==> src/rtl/kbr_pkg.sv <==
// Shared types and constants for the key buffer with typematic repeat.
// Event, result and queue-entry layouts, mode and register codes, reset values.
// No dependencies.
package kbr_pkg;

    localparam logic [2:0] MODE_PRESS   = 3'd0;
    localparam logic [2:0] MODE_RELEASE = 3'd1;
    localparam logic [2:0] MODE_TICK    = 3'd2;
    localparam logic [2:0] MODE_READ    = 3'd3;
    localparam logic [2:0] MODE_MOVE    = 3'd4;
    localparam logic [2:0] MODE_CLICK   = 3'd5;
    localparam logic [2:0] MODE_WHEEL   = 3'd6;

    localparam logic [2:0] REG_REPEAT_DELAY  = 3'd0;
    localparam logic [2:0] REG_REPEAT_PERIOD = 3'd1;
    localparam logic [2:0] REG_CLICK_CODE    = 3'd2;
    localparam logic [2:0] REG_WHEEL_UP      = 3'd3;
    localparam logic [2:0] REG_WHEEL_DOWN    = 3'd4;

    localparam logic [15:0] RST_REPEAT_DELAY  = 16'd500;
    localparam logic [15:0] RST_REPEAT_PERIOD = 16'd92;
    localparam logic [11:0] RST_CLICK_CODE    = 12'd256;
    localparam logic [11:0] RST_WHEEL_UP      = 12'd257;
    localparam logic [11:0] RST_WHEEL_DOWN    = 12'd258;

    // position stored with keyboard entries
    localparam logic [11:0] NO_POS = 12'hFFF;

    typedef struct packed {
        logic [2:0]        mode;
        logic [9:0]        key_id;
        logic [11:0]       key_value;
        logic              extended;
        logic [15:0]       modifiers;
        logic [11:0]       pos_x;
        logic [11:0]       pos_y;
        logic signed [7:0] wheel_amount;
    } t_evt;

    typedef struct packed {
        logic        empty_res;
        logic [11:0] key_out;
        logic [15:0] mods_out;
        logic [11:0] click_x;
        logic [11:0] click_y;
    } t_res;

    // one queued item; ext items occupy two slots (zero prefix, then code)
    typedef struct packed {
        logic        ext;
        logic [11:0] code;
        logic [15:0] mods;
        logic [11:0] x;
        logic [11:0] y;
    } t_entry;

endpackage

==> src/rtl/kbr_evt_if.sv <==
// Event channel: valid/ready handshake carrying one key or pointer event.
// Depends on kbr_pkg.
interface kbr_evt_if;
    logic          valid;
    logic          ready;
    kbr_pkg::t_evt data;

    modport source (output valid, output data, input ready);
    modport sink   (input valid, input data, output ready);
endinterface

==> src/rtl/kbr_res_if.sv <==
// Result channel: valid/ready handshake carrying one read result.
// Depends on kbr_pkg.
interface kbr_res_if;
    logic          valid;
    logic          ready;
    kbr_pkg::t_res data;

    modport source (output valid, output data, input ready);
    modport sink   (input valid, input data, output ready);
endinterface

==> src/rtl/kbr_cfg_if.sv <==
// Configuration write channel: valid/ready with register index and data.
// No dependencies.
interface kbr_cfg_if;
    logic        valid;
    logic        ready;
    logic [2:0]  index;
    logic [15:0] data;

    modport source (output valid, output index, output data, input ready);
    modport sink   (input valid, input index, input data, output ready);
endinterface

==> src/rtl/key_buffer_typematic_repeat.sv <==
// Key buffer with typematic repeat: ring queue, repeater, pointer codes.
// Depends on kbr_pkg, kbr_evt_if, kbr_res_if, kbr_cfg_if.
//
// Usage:
//   i_evt carries key presses/releases, timer ticks, reads and pointer
//   events. Every event is handled when it is taken; only a read produces a
//   result, on o_res, which passes first through the registered queue read
//   and then through the output register.
//   Throughput is one event per clock while o_res is not stalled. The
//   queue memory has one write and one registered read port; an extended
//   key is kept as one stored item spanning two slots, so every event needs
//   at most one memory access.
//   When o_res is stalled, one read result waits in the output register and
//   one more in the read stage; i_evt.ready drops only when both are full.
//   i_cfg is always ready; write registers only while the block is idle.
//   Reset (i_rst_n low, synchronous) empties the queue, disarms the
//   repeater, zeroes pointer and click positions and loads register
//   defaults. No clearing pass is needed: the queue starts usable at once.
module key_buffer_typematic_repeat #(
    parameter int QUEUE_DEPTH = 16
) (
    input  logic       i_clk,
    input  logic       i_rst_n,
    kbr_evt_if.sink    i_evt,
    kbr_cfg_if.sink    i_cfg,
    kbr_res_if.source  o_res
);

    localparam int AW = $clog2(QUEUE_DEPTH);
    localparam logic [AW-1:0] LAST    = AW'(QUEUE_DEPTH - 1);
    localparam logic [AW-1:0] LAST_M1 = AW'(QUEUE_DEPTH - 2);

    // configuration
    logic [15:0] r_repeat_delay, r_repeat_period;
    logic [11:0] r_click_code, r_wheel_up, r_wheel_down;

    // queue control
    logic [AW-1:0] r_rd, r_wr, r_cnt, n_wr, n_cnt;
    logic          r_half;

    // repeater and pointer
    logic          r_held, n_held;
    logic [9:0]    r_held_id, n_held_id;
    logic [11:0]   r_held_code, n_held_code;
    logic          r_held_ext, n_held_ext;
    logic [15:0]   r_held_mods, n_held_mods;
    logic [15:0]   r_countdown, n_countdown;
    logic [11:0]   r_ptr_x, r_ptr_y, n_ptr_x, n_ptr_y;
    logic [11:0]   r_last_x, r_last_y;

    // memory and read stage
    kbr_pkg::t_entry r_mem [QUEUE_DEPTH];
    kbr_pkg::t_entry r_rdata;
    kbr_pkg::t_entry w_push_ent;
    logic            w_push;
    logic            w_pop;
    logic            r_s1_v, r_s1_empty, r_pop_second, r_pend;

    // output register
    logic            r_out_v;
    kbr_pkg::t_res   r_out;

    kbr_pkg::t_evt   w_evt;
    logic            w_acc, w_s1_go;
    logic            w_adv, w_half_eff;
    logic [AW-1:0]   w_rd_eff;
    logic            w_key_ok, w_rep_ok, w_held_rep;
    logic            w_pref, w_hit;
    logic [11:0]     w_code, w_x, w_y;
    kbr_pkg::t_res   w_res;

    function automatic logic [AW-1:0] ptr_inc(input logic [AW-1:0] p);
        ptr_inc = (p == LAST) ? '0 : p + AW'(1);
    endfunction

    assign w_evt   = i_evt.data;
    assign w_acc   = i_evt.valid && i_evt.ready;
    assign w_s1_go = r_s1_v && (!r_out_v || o_res.ready);

    assign i_evt.ready = !r_s1_v || w_s1_go;
    assign i_cfg.ready = 1'b1;
    assign o_res.valid = r_out_v;
    assign o_res.data  = r_out;

    // settle the head pointer from the previous pop: an ext item advances
    // only after its second slot is taken
    assign w_adv      = r_pend && (!r_rdata.ext || r_pop_second);
    assign w_half_eff = r_pend ? (r_rdata.ext && !r_pop_second) : r_half;
    assign w_rd_eff   = w_adv ? ptr_inc(r_rd) : r_rd;

    // room for a key push of the event or of the held key
    assign w_key_ok   = w_evt.extended ? (r_cnt < LAST_M1) : (r_cnt < LAST);
    assign w_rep_ok   = r_held_ext ? (r_cnt < LAST_M1) : (r_cnt < LAST);
    assign w_held_rep = (r_held_code != '0) && (r_held_ext || r_held_code < r_click_code);

    always_comb begin
        n_held      = r_held;
        n_held_id   = r_held_id;
        n_held_code = r_held_code;
        n_held_ext  = r_held_ext;
        n_held_mods = r_held_mods;
        n_countdown = r_countdown;
        n_ptr_x     = r_ptr_x;
        n_ptr_y     = r_ptr_y;
        w_push      = 1'b0;
        w_pop       = 1'b0;
        w_push_ent  = '{ext: w_evt.extended, code: w_evt.key_value, mods: w_evt.modifiers,
                        x: kbr_pkg::NO_POS, y: kbr_pkg::NO_POS};
        if (w_acc) begin
            case (w_evt.mode)
                kbr_pkg::MODE_PRESS: begin
                    if (w_evt.key_value != '0) begin
                        w_push = w_key_ok;
                        if (w_evt.extended || w_evt.key_value < r_click_code) begin
                            n_held      = 1'b1;
                            n_held_id   = w_evt.key_id;
                            n_held_code = w_evt.key_value;
                            n_held_ext  = w_evt.extended;
                            n_held_mods = w_evt.modifiers;
                            n_countdown = r_repeat_delay;
                        end
                    end
                end
                kbr_pkg::MODE_RELEASE: begin
                    if (r_held && w_evt.key_id == r_held_id)
                        n_held = 1'b0;
                end
                kbr_pkg::MODE_TICK: begin
                    if (r_held) begin
                        if (r_countdown > 16'd1) begin
                            n_countdown = r_countdown - 16'd1;
                        end else if (!w_held_rep) begin
                            n_held = 1'b0;
                        end else begin
                            w_push      = w_rep_ok;
                            w_push_ent  = '{ext: r_held_ext, code: r_held_code,
                                            mods: r_held_mods,
                                            x: kbr_pkg::NO_POS, y: kbr_pkg::NO_POS};
                            n_countdown = r_repeat_period;
                        end
                    end
                end
                kbr_pkg::MODE_READ: begin
                    w_pop = (r_cnt != '0);
                end
                kbr_pkg::MODE_MOVE: begin
                    n_ptr_x = w_evt.pos_x;
                    n_ptr_y = w_evt.pos_y;
                end
                kbr_pkg::MODE_CLICK: begin
                    n_ptr_x    = w_evt.pos_x;
                    n_ptr_y    = w_evt.pos_y;
                    w_push     = (r_cnt < LAST);
                    w_push_ent = '{ext: 1'b0, code: r_click_code, mods: 16'd0,
                                   x: w_evt.pos_x, y: w_evt.pos_y};
                end
                kbr_pkg::MODE_WHEEL: begin
                    if (w_evt.wheel_amount != 8'sd0) begin
                        w_push     = (r_cnt < LAST);
                        w_push_ent = '{ext: 1'b0,
                                       code: w_evt.wheel_amount[7] ? r_wheel_down : r_wheel_up,
                                       mods: 16'd0, x: r_ptr_x, y: r_ptr_y};
                    end
                end
                default: begin
                end
            endcase
        end
        n_wr  = w_push ? ptr_inc(r_wr) : r_wr;
        if (w_push)
            n_cnt = r_cnt + (w_push_ent.ext ? AW'(2) : AW'(1));
        else if (w_pop)
            n_cnt = r_cnt - AW'(1);
        else
            n_cnt = r_cnt;
    end

    // queue storage: one write, one registered read per cycle
    always_ff @(posedge i_clk) begin
        if (w_push)
            r_mem[r_wr] <= w_push_ent;
        if (w_pop)
            r_rdata <= r_mem[w_rd_eff];
    end

    always_ff @(posedge i_clk) begin
        if (!i_rst_n) begin
            r_repeat_delay  <= kbr_pkg::RST_REPEAT_DELAY;
            r_repeat_period <= kbr_pkg::RST_REPEAT_PERIOD;
            r_click_code    <= kbr_pkg::RST_CLICK_CODE;
            r_wheel_up      <= kbr_pkg::RST_WHEEL_UP;
            r_wheel_down    <= kbr_pkg::RST_WHEEL_DOWN;
        end else if (i_cfg.valid && i_cfg.ready) begin
            case (i_cfg.index)
                kbr_pkg::REG_REPEAT_DELAY:  r_repeat_delay  <= i_cfg.data;
                kbr_pkg::REG_REPEAT_PERIOD: r_repeat_period <= i_cfg.data;
                kbr_pkg::REG_CLICK_CODE:    r_click_code    <= i_cfg.data[11:0];
                kbr_pkg::REG_WHEEL_UP:      r_wheel_up      <= i_cfg.data[11:0];
                kbr_pkg::REG_WHEEL_DOWN:    r_wheel_down    <= i_cfg.data[11:0];
                default: begin
                end
            endcase
        end
    end

    always_ff @(posedge i_clk) begin
        if (!i_rst_n) begin
            r_rd        <= '0;
            r_wr        <= '0;
            r_cnt       <= '0;
            r_half      <= 1'b0;
            r_pend      <= 1'b0;
            r_held      <= 1'b0;
            r_held_id   <= '0;
            r_held_code <= '0;
            r_held_ext  <= 1'b0;
            r_held_mods <= '0;
            r_countdown <= '0;
            r_ptr_x     <= '0;
            r_ptr_y     <= '0;
        end else begin
            r_rd        <= w_rd_eff;
            r_wr        <= n_wr;
            r_cnt       <= n_cnt;
            r_half      <= w_half_eff;
            r_pend      <= w_pop;
            r_held      <= n_held;
            r_held_id   <= n_held_id;
            r_held_code <= n_held_code;
            r_held_ext  <= n_held_ext;
            r_held_mods <= n_held_mods;
            r_countdown <= n_countdown;
            r_ptr_x     <= n_ptr_x;
            r_ptr_y     <= n_ptr_y;
        end
    end

    // read stage: hold the popped slot until the output register frees up
    always_ff @(posedge i_clk) begin
        if (!i_rst_n) begin
            r_s1_v <= 1'b0;
        end else if (w_acc && w_evt.mode == kbr_pkg::MODE_READ) begin
            r_s1_v <= 1'b1;
        end else if (w_s1_go) begin
            r_s1_v <= 1'b0;
        end
    end

    always_ff @(posedge i_clk) begin
        if (w_acc && w_evt.mode == kbr_pkg::MODE_READ) begin
            r_s1_empty   <= (r_cnt == '0);
            r_pop_second <= w_half_eff;
        end
    end

    // first slot of an ext item reads as the zero prefix without position
    assign w_pref = r_rdata.ext && !r_pop_second;
    assign w_code = w_pref ? 12'd0 : r_rdata.code;
    assign w_x    = w_pref ? kbr_pkg::NO_POS : r_rdata.x;
    assign w_y    = w_pref ? kbr_pkg::NO_POS : r_rdata.y;
    assign w_hit  = !r_s1_empty && (w_code == r_click_code);

    always_comb begin
        w_res.empty_res = r_s1_empty;
        w_res.key_out   = r_s1_empty ? 12'd0 : w_code;
        w_res.mods_out  = r_s1_empty ? 16'd0 : r_rdata.mods;
        w_res.click_x   = w_hit ? w_x : r_last_x;
        w_res.click_y   = w_hit ? w_y : r_last_y;
    end

    always_ff @(posedge i_clk) begin
        if (!i_rst_n) begin
            r_out_v  <= 1'b0;
            r_last_x <= '0;
            r_last_y <= '0;
        end else if (w_s1_go) begin
            r_out_v  <= 1'b1;
            r_last_x <= w_res.click_x;
            r_last_y <= w_res.click_y;
        end else if (o_res.ready) begin
            r_out_v  <= 1'b0;
        end
    end

    always_ff @(posedge i_clk) begin
        if (w_s1_go)
            r_out <= w_res;
    end

`ifndef SYNTHESIS
    // a pending head update always has its popped slot in the read stage
    a_pend_has_data: assert property (@(posedge i_clk) disable iff (!i_rst_n)
        r_pend |-> (r_s1_v && !r_s1_empty))
        else $error("pending pop without read-stage data");

    // after a prefix is taken its code slot is still queued
    a_half_nonempty: assert property (@(posedge i_clk) disable iff (!i_rst_n)
        w_half_eff |-> (r_cnt != '0))
        else $error("prefix taken but queue empty");

    // an empty queue has its settled head at the write pointer
    a_empty_ptrs: assert property (@(posedge i_clk) disable iff (!i_rst_n)
        (r_cnt == '0) |-> (w_rd_eff == r_wr))
        else $error("empty count with pointers apart");

    // a read of an empty queue reports empty in the read stage
    a_empty_read: assert property (@(posedge i_clk) disable iff (!i_rst_n)
        (w_acc && w_evt.mode == kbr_pkg::MODE_READ && r_cnt == '0)
            |=> (r_s1_v && r_s1_empty))
        else $error("empty read not flagged");
`endif

endmodule
==> src/flat_wrapper.sv <==
// flat-port wrapper written by rule: the top's interface ports become plain ports
module key_buffer_typematic_repeat_flat 
#(
    parameter int QUEUE_DEPTH = 16
)
  (i_clk, i_rst_n, i_evt_valid, i_evt_data, i_evt_ready, i_cfg_valid, i_cfg_index, i_cfg_data, i_cfg_ready, o_res_valid, o_res_data, o_res_ready);
  kbr_evt_if i_evt_i ();
  kbr_cfg_if i_cfg_i ();
  kbr_res_if o_res_i ();
  input  logic i_clk;
  input  logic i_rst_n;
  input wire logic [$bits(i_evt_i.valid)-1:0] i_evt_valid;
  input wire logic [$bits(i_evt_i.data)-1:0] i_evt_data;
  output wire logic [$bits(i_evt_i.ready)-1:0] i_evt_ready;
  input wire logic [$bits(i_cfg_i.valid)-1:0] i_cfg_valid;
  input wire logic [$bits(i_cfg_i.index)-1:0] i_cfg_index;
  input wire logic [$bits(i_cfg_i.data)-1:0] i_cfg_data;
  output wire logic [$bits(i_cfg_i.ready)-1:0] i_cfg_ready;
  output wire logic [$bits(o_res_i.valid)-1:0] o_res_valid;
  output wire logic [$bits(o_res_i.data)-1:0] o_res_data;
  input wire logic [$bits(o_res_i.ready)-1:0] o_res_ready;
  assign i_evt_i.valid = i_evt_valid;
  assign i_evt_i.data = i_evt_data;
  assign i_evt_ready = i_evt_i.ready;
  assign i_cfg_i.valid = i_cfg_valid;
  assign i_cfg_i.index = i_cfg_index;
  assign i_cfg_i.data = i_cfg_data;
  assign i_cfg_ready = i_cfg_i.ready;
  assign o_res_valid = o_res_i.valid;
  assign o_res_data = o_res_i.data;
  assign o_res_i.ready = o_res_ready;
  key_buffer_typematic_repeat #(.QUEUE_DEPTH(QUEUE_DEPTH)) u_core (.i_clk(i_clk), .i_rst_n(i_rst_n), .i_evt(i_evt_i), .i_cfg(i_cfg_i), .o_res(o_res_i));
endmodule
==> config.mk <==
export PLATFORM = sky130hd
export DESIGN_NAME = key_buffer_typematic_repeat_flat
export DESIGN_NICKNAME = d
export VERILOG_FILES = /design/src/rtl/kbr_pkg.sv /design/src/rtl/kbr_evt_if.sv /design/src/rtl/kbr_res_if.sv /design/src/rtl/kbr_cfg_if.sv /design/src/rtl/key_buffer_typematic_repeat.sv /design/src/flat_wrapper.sv
export SDC_FILE = /design/constraint.sdc
export NUM_CORES = 2
export LEC_CHECK = 0
export BUFFER_PORTS_ARGS = -buffer_cell sky130_fd_sc_hd__buf_2
export CORE_MARGIN = 10
export CORE_UTILIZATION = 60
export DETAILED_ROUTE_END_ITERATION = 7
export PLACE_DENSITY = 0.74
export SLEW_MARGIN = 20
export SYNTH_ARGS = -nofsm -noshare
export SYNTH_HDL_FRONTEND = slang
export SYNTH_SLANG_ARGS = --single-unit
==> constraint.sdc <==
create_clock -name i_clk -period 23.7 [get_ports i_clk]
set_clock_uncertainty 0.1 [all_clocks]
set_input_delay 4.74 -clock i_clk [delete_from_list [all_inputs] [get_ports i_clk]]
set_output_delay 4.74 -clock i_clk [all_outputs]
set_load 0.01 [all_outputs]
==> run summary <==
Main combinational cell family by area after synthesis = compound AO/OA/AOI/OAI gates
Initial cell density of the core = 60.3%
EDFF count, synth = 956
Vias in the first global route = 29.1k
Proportion of layout cells with a drive suffix above 1 = 18.2%
Max-slew headroom = 23.8%
Drt first-iter violations = 3324
Core Util, Final = 67.6%
Syn Inst Count = 3267
DPL Wire Length = 65.7 mm
Critical path cell sequence = buf_2 > nand3b_1 > buf_2
Final WS setup = 13.33 ns
R2R depth = 8
Pre-CTS setup slack = 13.36 ns
Routed Antenna Nets = 0
Max-cap violations = 0
WP data arrival = 5.53 ns
Die ar. = 0.0892 mm^2
Final max-slew violation count = 0
Inserted Diodes = 0
Worst path required time = 18.86 ns
Prevailing post-synth register cell = edfxtp_1
I/O Buffers = 152
Final Hold Fails = 0
Post_cts resized = 0
Mux contribution to synthesized area = 6.43%
Cell Area, Placed = 0.0483 mm^2
WHS Path Cells = 2
Maximum VDD drop = 0.0000652 V
Buf+Inv Stages, Crit Path = 2
Final instance area = 0.0522 mm^2
Final setup viols = 0
Reg power frac = 53.0%
Clk sinks = 1144
Initial antenna violation count = 0
Drt drc = 0
Post-synth top cells = edfxtp_1, nand2_1, clkbuf_1, dfxtp_1, and3_1
Leak = 0.0174 uW
Actual slew at the worst max-slew pin = 1.14 ns
Post-Synth Adder-Cell Area = 0.902%
CTS Root Cell = clkbuf_16
Post-synthesis simple-gate area fraction = 9.73%
Largest net degree at the start of global routing = 206
Most frequent cell after synthesis = edfxtp_1
Final Non-Filler Cells = 4482
Crit share post-route = 43.8%
Status = finished clean
Synth Area in Compound Gates = 10.5%
Worst path most repeated cell = buf_2
Final net count = 3475
Number of synthesized register bits = 1144
Switch share = 20.6%
Synth area leader = edfxtp_1
Core box area = 0.0772 mm^2
Area grow syn2layout = 12.0%
Yosys cell types = 75
Total grt overflow = 0
Fillers = 5194
Post-CTS Hold Buffers = 0
Chip width = 299 um
First-pass detailed-route iteration total = 5
Psw = 857 uW
Worst Hold Class = flop to flop
Post-Synth XOR/XNOR Area = 0.508%
Synth area leaders = edfxtp_1, dfxtp_1, mux4_2
Synth top area share = 61.6%
Combinational share of power = 3.4%
TNS Setup = 0 ns
Post-Route WL = 121 mm
Clock power share = 43.7%
Max Root-Sink Buffers = 3
Worst stage delay on the critical path = 0.40 ns
Worst-Skew Late Latency = 0.68 ns
Cell Rows = 102
WS Path Type = input port to output port
Total GRT Usage = 26.5%
H-Tree Depth = 3
RSZ-0062 raised after global routing = false
CP max stage cell = nand3b_1
Chip Height = 299 um
RePlAce Congestion = 0.942
Post-synth ARST share = 0%
Cell family with most CP delay = simple AND/OR/NAND/NOR gates
Syn_area_per_cell = 14.3 um^2
Dpl cells = 4271
TritonCTS clock tree = built
First-pass GRT wire length = 180 mm
CP startpoint kind = input port
Power Density = 79.6 mW/mm^2
Clock transition at path regs = 0.06 ns
Io pins = 154
Post-CTS Setup Inserts = 0
Number of cells on the critical path = 3
CTS buffer count = 111
Vias per cell = 6.61
Cell Area, Synth = 0.0466 mm^2
Post-synthesis sequential area ratio = 69.7%
Internal power = 3300 uW
Drt wl/cell = 27.0 um
Yosys warning count = 0
Max frequency = 0.0964 GHz
Worst setup EP type = output port
Syn nets = 3398
Critical path peak fanout = 7
Vias = 29.6k
Fin crit period = 10.37 ns
-- cells in the final DEF (no fill, tap or decap), types with 15 or more instances in the layout --
cell type and instances:
buf_2 151, a31oi_1 32, a221o_1 25, a31o_2 55, nand2_1 503, a22oi_1 53, buf_4 50, clkbuf_1 25
clkbuf_16 111, nand2b_1 29, mux2i_1 19, bufinv_16 15, ha_1 32, a211oi_1 108, o21ai_0 81, dfxtp_1 188
clkinv_2 23, nor4_1 42, o211ai_1 63, edfxtp_1 956, a311o_1 53, nor2_1 46, nand3_1 67, mux4_2 106
a22o_1 16, nand4_1 15, mux2_2 37, nor3_1 40, and3_1 111, inv_1 29, clkinv_1 15, a21oi_1 112
nor2b_1 25, xnor2_1 17
-- through the flow --
stage / hold slack [ns] / power, uW
final: 0.356 / 4150
after global routing: 0.368 / 4260
after CTS: 0.356 / 4170
after detailed placement: 0.344 / 2380
after global placement: 0.340 / 2370
after floorplan: 0.332 / 2320
-- power by group through the flow --
| stage | logic (uW) | registers (uW) | clock network, uW |
|---|---|---|---|
| CTS | 136 | 2200 | 1830 |
| global placement | 129 | 2240 | 0 |
| detailed placement | 135 | 2240 | 0 |
| finish | 139 | 2200 | 1810 |
| floorplan | 81.0 | 2240 | 0 |
| global route | 150 | 2200 | 1910 |
-- state kept, by name, summed over array words and instances, names as in the netlist, 16 cells and up --
| register | flops |
|---|---|
| u_core.r_countdown | 16 |
| u_core.r_repeat_period | 16 |
| u_core.r_held_mods | 16 |
| u_core.r_mem | 848 |
| u_core.r_rdata | 53 |
| u_core.o_res.data | 53 |
| u_core.r_repeat_delay | 16 |
-- worst register-to-register path, stage by stage, from the launching register on --
cell and delay [ns]:
edfxtp_1 0.53, nand2b_2 0.53, nand3_4 0.19, nand2_4 0.78, buf_4 0.87, buf_4 0.80
mux4_2 0.65, a22oi_1 0.27, o211ai_1 0.20
-- logic make-up (layout without fill, tap and decap cells) --
logic type | count (synthesis) | after routing
AND/OR/NAND/NOR | 956 | 956
AO/OA/AOI/OAI | 674 | 674
adder cells (fa/ha/maj) | 33 | 33
multiplexers | 162 | 162
other | 1 | 1
XOR/XNOR | 27 | 27
flip-flops | 1144 | 1144
buffers and inverters | 270 | 445
-- layer usage --
| metal | track usage (%) | part of all wire, % | up-vias | routed length, um |
|---|---|---|---|---|
| met5 | 0 | 0 | - | 0 |
| li1 | - | - | 12900 | - |
| met3 | 3.89 | 7.8 | 275 | 9480 |
| met2 | 43.8 | 49 | 1467 | 59500 |
| met4 | 11.5 | 4.5 | 0 | 5470 |
| met1 | 34.8 | 39 | 15000 | 46700 |
-- cell type report --
cell class	instances	area [um^2]	share of cell area (%)
Tap cell	1040	1300	2.49
Clock inverter	65	786	1.51
Multi-Input combinational cell	1853	13300	25.5
Clock buffer	146	3010	5.77
Timing Repair Buffer	203	1170	2.25
Sequential cell	1144	32500	62.2
Inverter	31	119	0.228
-- path summary, 6_finish.rpt --
kind / from / endpoint / slack [ns]
worst max-delay path: o_res_ready / i_evt_ready / 13.33
worst min-delay path: u_core.r_wheel_down[10]$_SDFFE_PN0P_ / u_core.r_wheel_down[10]$_SDFFE_PN0P_ / 0.36
worst max register to register: u_core.r_rdata[52]$_DFFE_PP_ / u_core.r_rdata[44]$_DFFE_PP_ / 18.49
worst min register to register: u_core.r_wheel_down[10]$_SDFFE_PN0P_ / u_core.r_wheel_down[10]$_SDFFE_PN0P_ / 0.36
Power figures use the tool's default switching activity.
